[config.mk]
export PLATFORM = sky130hd
export DESIGN_NAME = pmes_mul
export DESIGN_NICKNAME = d
export VERILOG_FILES = /design/src/rtl/core/population_model_euler_step_top_macros.svh /design/src/rtl/core/pmes_mul.sv
export SDC_FILE = /design/constraint.sdc
export NUM_CORES = 2
export LEC_CHECK = 0
export BUFFER_PORTS_ARGS = -buffer_cell sky130_fd_sc_hd__clkbuf_2
export CAP_MARGIN = 0
export CORE_UTILIZATION = 65
export CTS_CLUSTER_DIAMETER = 40
export DETAILED_ROUTE_END_ITERATION = 16
export GPL_TIMING_DRIVEN = 1
export HOLD_SLACK_MARGIN = 0.06
export PLACE_DENSITY = 0.83
export SYNTH_ARGS = -nofsm -noshare
export SYNTH_HDL_FRONTEND = slang
export SYNTH_SLANG_ARGS = --single-unit
[constraint.sdc]
create_clock -name clk -period 12 [get_ports clk]
set_input_delay 2.4 -clock clk [delete_from_list [all_inputs] [get_ports clk]]
set_output_delay 2.4 -clock clk [all_outputs]
set_load 0.01 [all_outputs]
[src/rtl/core/population_model_euler_step_top_macros.svh]
// Assertion shorthands used by the top-level RTL file.
// Each expects clk and arst_n in scope.
`ifndef POPULATION_MODEL_EULER_STEP_TOP_MACROS_SVH
`define POPULATION_MODEL_EULER_STEP_TOP_MACROS_SVH

// Same-cycle implication.
`define PMES_ASSERT_NOW(name, cond, prop) \
	name: assert property (@(posedge clk) disable iff (!arst_n) (cond) |-> (prop)) \
		else $error("pmes: same-cycle check failed");

// Next-cycle implication.
`define PMES_ASSERT_NEXT(name, cond, prop) \
	name: assert property (@(posedge clk) disable iff (!arst_n) (cond) |=> (prop)) \
		else $error("pmes: next-cycle check failed");

`endif

[src/rtl/core/pmes_mul.sv]
`default_nettype none
// Two-stage multiplier: 32x32 partial products, then a registered sum.
module pmes_mul #(
	parameter int WA = 32,
	parameter int WB = 32
) (
	input  wire logic             clk,
	input  wire logic             en,
	input  wire logic [WA-1:0]    a,
	input  wire logic [WB-1:0]    b,
	output logic      [WA+WB-1:0] p
);

	localparam int NA = (WA + 31) / 32;
	localparam int NB = (WB + 31) / 32;
	localparam int AW = (NA + NB) * 32;

	logic [NA*32-1:0] a_pad;
	logic [NB*32-1:0] b_pad;
	logic [63:0]      pp_s1 [NA][NB];
	logic [AW-1:0]    sum;
	logic [WA+WB-1:0] prod_s2;

	assign a_pad = (NA*32)'(a);
	assign b_pad = (NB*32)'(b);

	// Form all digit products
	always_ff @(posedge clk) begin
		if (en) begin
			for (int i = 0; i < NA; i++) begin
				for (int j = 0; j < NB; j++) begin
					pp_s1[i][j] <= a_pad[i*32 +: 32] * b_pad[j*32 +: 32];
				end
			end
		end
	end

	// Add shifted partials
	always_comb begin
		sum = '0;
		for (int i = 0; i < NA; i++) begin
			for (int j = 0; j < NB; j++) begin
				sum = sum + (AW'(pp_s1[i][j]) << (32 * (i + j)));
			end
		end
	end

	always_ff @(posedge clk) begin
		if (en) begin
			prod_s2 <= sum[WA+WB-1:0];
		end
	end

	assign p = prod_s2;

endmodule
`default_nettype wire

==> impl_metrics.tcl <==
set metrics [dict create \
    master_cell_of_the_clock_root_buffer "sky130_fd_sc_hd__clkbuf_16" \
    synth-main-ff-cell "sky130_fd_sc_hd__edfxtp_1" \
    route.vias.total 26492 \
    routabilityCongestion 0.9643 \
    maxSlewHeadroom 0.2633 \
    fin_skew_ns 0.007322 \
    run_status "finished clean" \
    final_report_max_slew_violation_count 0 \
    clk_path_buf_depth 2 \
    synth_top_cells_by_count "sky130_fd_sc_hd__fa_1 (896), sky130_fd_sc_hd__inv_1 (861), sky130_fd_sc_hd__and2_1 (599)" \
    finalCoreUtilization 0.6843 \
    critical_path_sink_type "flip-flop" \
    synth.largest_area_cell "sky130_fd_sc_hd__fa_1" \
    clock_tree_sinks 128 \
    synth_seq_cells 128 \
    antenna_found_initial 4 \
    rsz_0062_raised_after_global_routing "no" \
    cts_buffers 17 \
    syn-cell-area_um2 37100 \
    cts-hold-fix-buffers 0 \
    worst-setup-path-type "primary input to flip-flop" \
    global_route.usage.total 0.3595 \
    grt_max_degree 83 \
    die_width_um 240.9 \
    insertedDiodeCount 0 \
    ys.warnings.count 0 \
    die_area_um2 58040 \
    fin_tns_setup_ns 0 \
    share_of_async_settable_or_async_resettable_flops_after_synthesis 0 \
    placeableCoreArea_um2 56390 \
    crit_path_start_kind "primary input" \
    holdCritPathClass "flip-flop to flip-flop" \
    cts-htree-levels 4 \
    via_per_inst 5.862 \
    max_slew.worst_pin.slew_ns 1.105 \
    layout-drive-gt1-share 0.05448 \
    remaining_number_of_nets_flagged_by_the_antenna_check_after_routing 0 \
    reg2reg_setup_slack_ns 11.31 \
    setup-violations-final 0 \
    synth_cell_types 71 \
    design.portCount 130 \
    port-buffer-count 129 \
    clock_tree_from_tritoncts "built" \
    synthTopCellsByArea "sky130_fd_sc_hd__fa_1 (48%), sky130_fd_sc_hd__edfxtp_1 (10%), sky130_fd_sc_hd__and2_1 (10%)" \
    post_cts_repair_resize_count 0 \
    layout_worst_path_cycle_share 0.9015 \
    worst-endpoint-arrival_ns 10.98 \
    syn_area_per_cell_um2 9.786 \
    drt_first_iter_violations 2204 \
    place_worst_setup_slack_ns 0.9927 \
    fin_crit_ns 10.82 \
    crit_required_ns 12.16 \
    max_cap_violations 0 \
    dr_wl_cell_um 21.75 \
    synth_top_area_share 0.4835 \
    clock_latency_ns 0.42 \
    cp_max_fo 32 \
    drt-pass1-iter-count 6 \
    postSynthCellCount 3791 \
    first_global_vias 29155 \
    floorplan.die.height_um 240.9 \
    synthesis.nets 5016 \
    post_route_setup_slack_ns 1.183 \
    postCtsSetupBuffers 0 \
    fmax_mhz 92.44 \
    dp.final_hpwl_mm 73.48 \
    finalHoldWorstSlack_ns 0.4146 \
    route.detailed.drc 0 \
    start_util 0.6579 \
    leading_cell_type_by_number_of_instances_after_synthesis "sky130_fd_sc_hd__fa_1" \
    grt.overflow.total 0 \
    rows 87 \
    sequential_fraction_of_the_synthesis_area 0.1036 \
    grt_pass1_wl_mm 155.9 \
    num-nets-final 4975 \
    drt-total-wl_mm 98.29 \
    area_growth_pct 4.007 \
    synth-edff-count 128 \
    clk_pin_slew_ns 0.06 \
    report.final.hold_viol_count 0 \
]
==> routing by layer <==
metal  track usage  up-vias  part of all wire
met4        0.2330        2             0.079
met1        0.4273    13395              0.33
met5             0        -          0.000081
li1              -    11009                 -
met2        0.5994     1592              0.49
met3       0.07069      494             0.098
==> cells by family (layout without fill, tap and decap cells) <==
kind of cell    Yosys count  count (layout)  share of synthesized area
compound gates          202             202                    0.03582
mux                       1               1                  0.0002698
fa+ha+maj              1159            1159                     0.5722
xor+xnor                 62              62                    0.01464
buf+inv                1075            1047                     0.1111
flops                   128             128                     0.1036
simple gates           1164            1164                     0.1624
==> stage by stage <==
step                cells  instance area (um^2)
global placement     4487                 37990
CTS                  4519                 38590
floorplan            3791                 37100
detailed placement   4487                 37990
finish               4519                 38590
global route         4519                 38590
==> flip-flops by register name (all words and copies together) (netlist names) <==
signal	cells
p	64
pp_s1	64
==> layout make-up <==
cell class                      instances  area (um^2)
Sequential cell                       128         3844
Tap cell                              756        945.9
Clock buffer                           17        425.4
Fill cell                            4276        17800
Inverter                              861         3232
Timing Repair Buffer                  154        835.8
Clock inverter                         15        170.2
Multi-Input combinational cell       2588        29130
==> worst max-delay path: stages <==
cell and delay [ns]:
sky130_fd_sc_hd__clkbuf_2 0.60, sky130_fd_sc_hd__and2_1 0.41, sky130_fd_sc_hd__fa_1 0.53, sky130_fd_sc_hd__inv_1 0.05
sky130_fd_sc_hd__fa_1 0.47, sky130_fd_sc_hd__inv_1 0.05, sky130_fd_sc_hd__fa_1 0.50, sky130_fd_sc_hd__inv_1 0.06
sky130_fd_sc_hd__fa_1 0.53, sky130_fd_sc_hd__inv_1 0.05, sky130_fd_sc_hd__fa_1 0.46, sky130_fd_sc_hd__fa_1 0.52
sky130_fd_sc_hd__fa_1 0.43, sky130_fd_sc_hd__fa_1 0.70, sky130_fd_sc_hd__ha_1 0.38, sky130_fd_sc_hd__nand2_1 0.14
sky130_fd_sc_hd__nor2_1 0.06, sky130_fd_sc_hd__a211o_2 0.35, sky130_fd_sc_hd__a2111o_1 0.45, sky130_fd_sc_hd__a32oi_1 0.39
sky130_fd_sc_hd__a31oi_1 0.26, sky130_fd_sc_hd__a221o_1 0.41, sky130_fd_sc_hd__a221oi_1 0.45, sky130_fd_sc_hd__o21ai_1 0.13
sky130_fd_sc_hd__xor2_1 0.16
==> worst paths after layout <==
path | startpoint | endpoint | cells past startpoint
worst min register to register | pp_s1[0][39]$_DFFE_PP_ | p[39]$_DFFE_PP_ | 0
worst max register to register | pp_s1[0][29]$_DFFE_PP_ | p[29]$_DFFE_PP_ | 0
worst min-delay path | pp_s1[0][39]$_DFFE_PP_ | p[39]$_DFFE_PP_ | 0
worst max-delay path | b[20] | pp_s1[0][60]$_DFFE_PP_ | 25
==> cells in the final DEF, fill, tap and decap left out, types with 4 or more instances in the layout <==
master | netlist | layout
sky130_fd_sc_hd__nand4_1 | 18 | 18
sky130_fd_sc_hd__o21bai_1 | 9 | 9
sky130_fd_sc_hd__a21oi_1 | 65 | 65
sky130_fd_sc_hd__and2_1 | 599 | 599
sky130_fd_sc_hd__inv_1 | 861 | 861
sky130_fd_sc_hd__a211oi_1 | 4 | 4
sky130_fd_sc_hd__nor3_1 | 7 | 7
sky130_fd_sc_hd__buf_4 | 4 | 26
sky130_fd_sc_hd__o21ai_1 | 4 | 4
sky130_fd_sc_hd__clkbuf_16 | 0 | 17
sky130_fd_sc_hd__nor2_1 | 31 | 31
sky130_fd_sc_hd__xnor2_1 | 35 | 35
sky130_fd_sc_hd__nand2_1 | 473 | 473
sky130_fd_sc_hd__clkbuf_2 | 0 | 128
sky130_fd_sc_hd__ha_1 | 263 | 263
sky130_fd_sc_hd__inv_6 | 0 | 6
sky130_fd_sc_hd__nand3_1 | 10 | 10
sky130_fd_sc_hd__fa_1 | 896 | 896
sky130_fd_sc_hd__o21a_1 | 4 | 4
sky130_fd_sc_hd__a21o_1 | 32 | 32
sky130_fd_sc_hd__and3_1 | 8 | 8
sky130_fd_sc_hd__o21ai_0 | 36 | 36
sky130_fd_sc_hd__xor2_1 | 27 | 27
sky130_fd_sc_hd__edfxtp_1 | 128 | 128
sky130_fd_sc_hd__a31oi_1 | 15 | 15
Power is not shown: default switching activity piles up to over one toggle a cycle in this logic, so the estimate is an artifact.
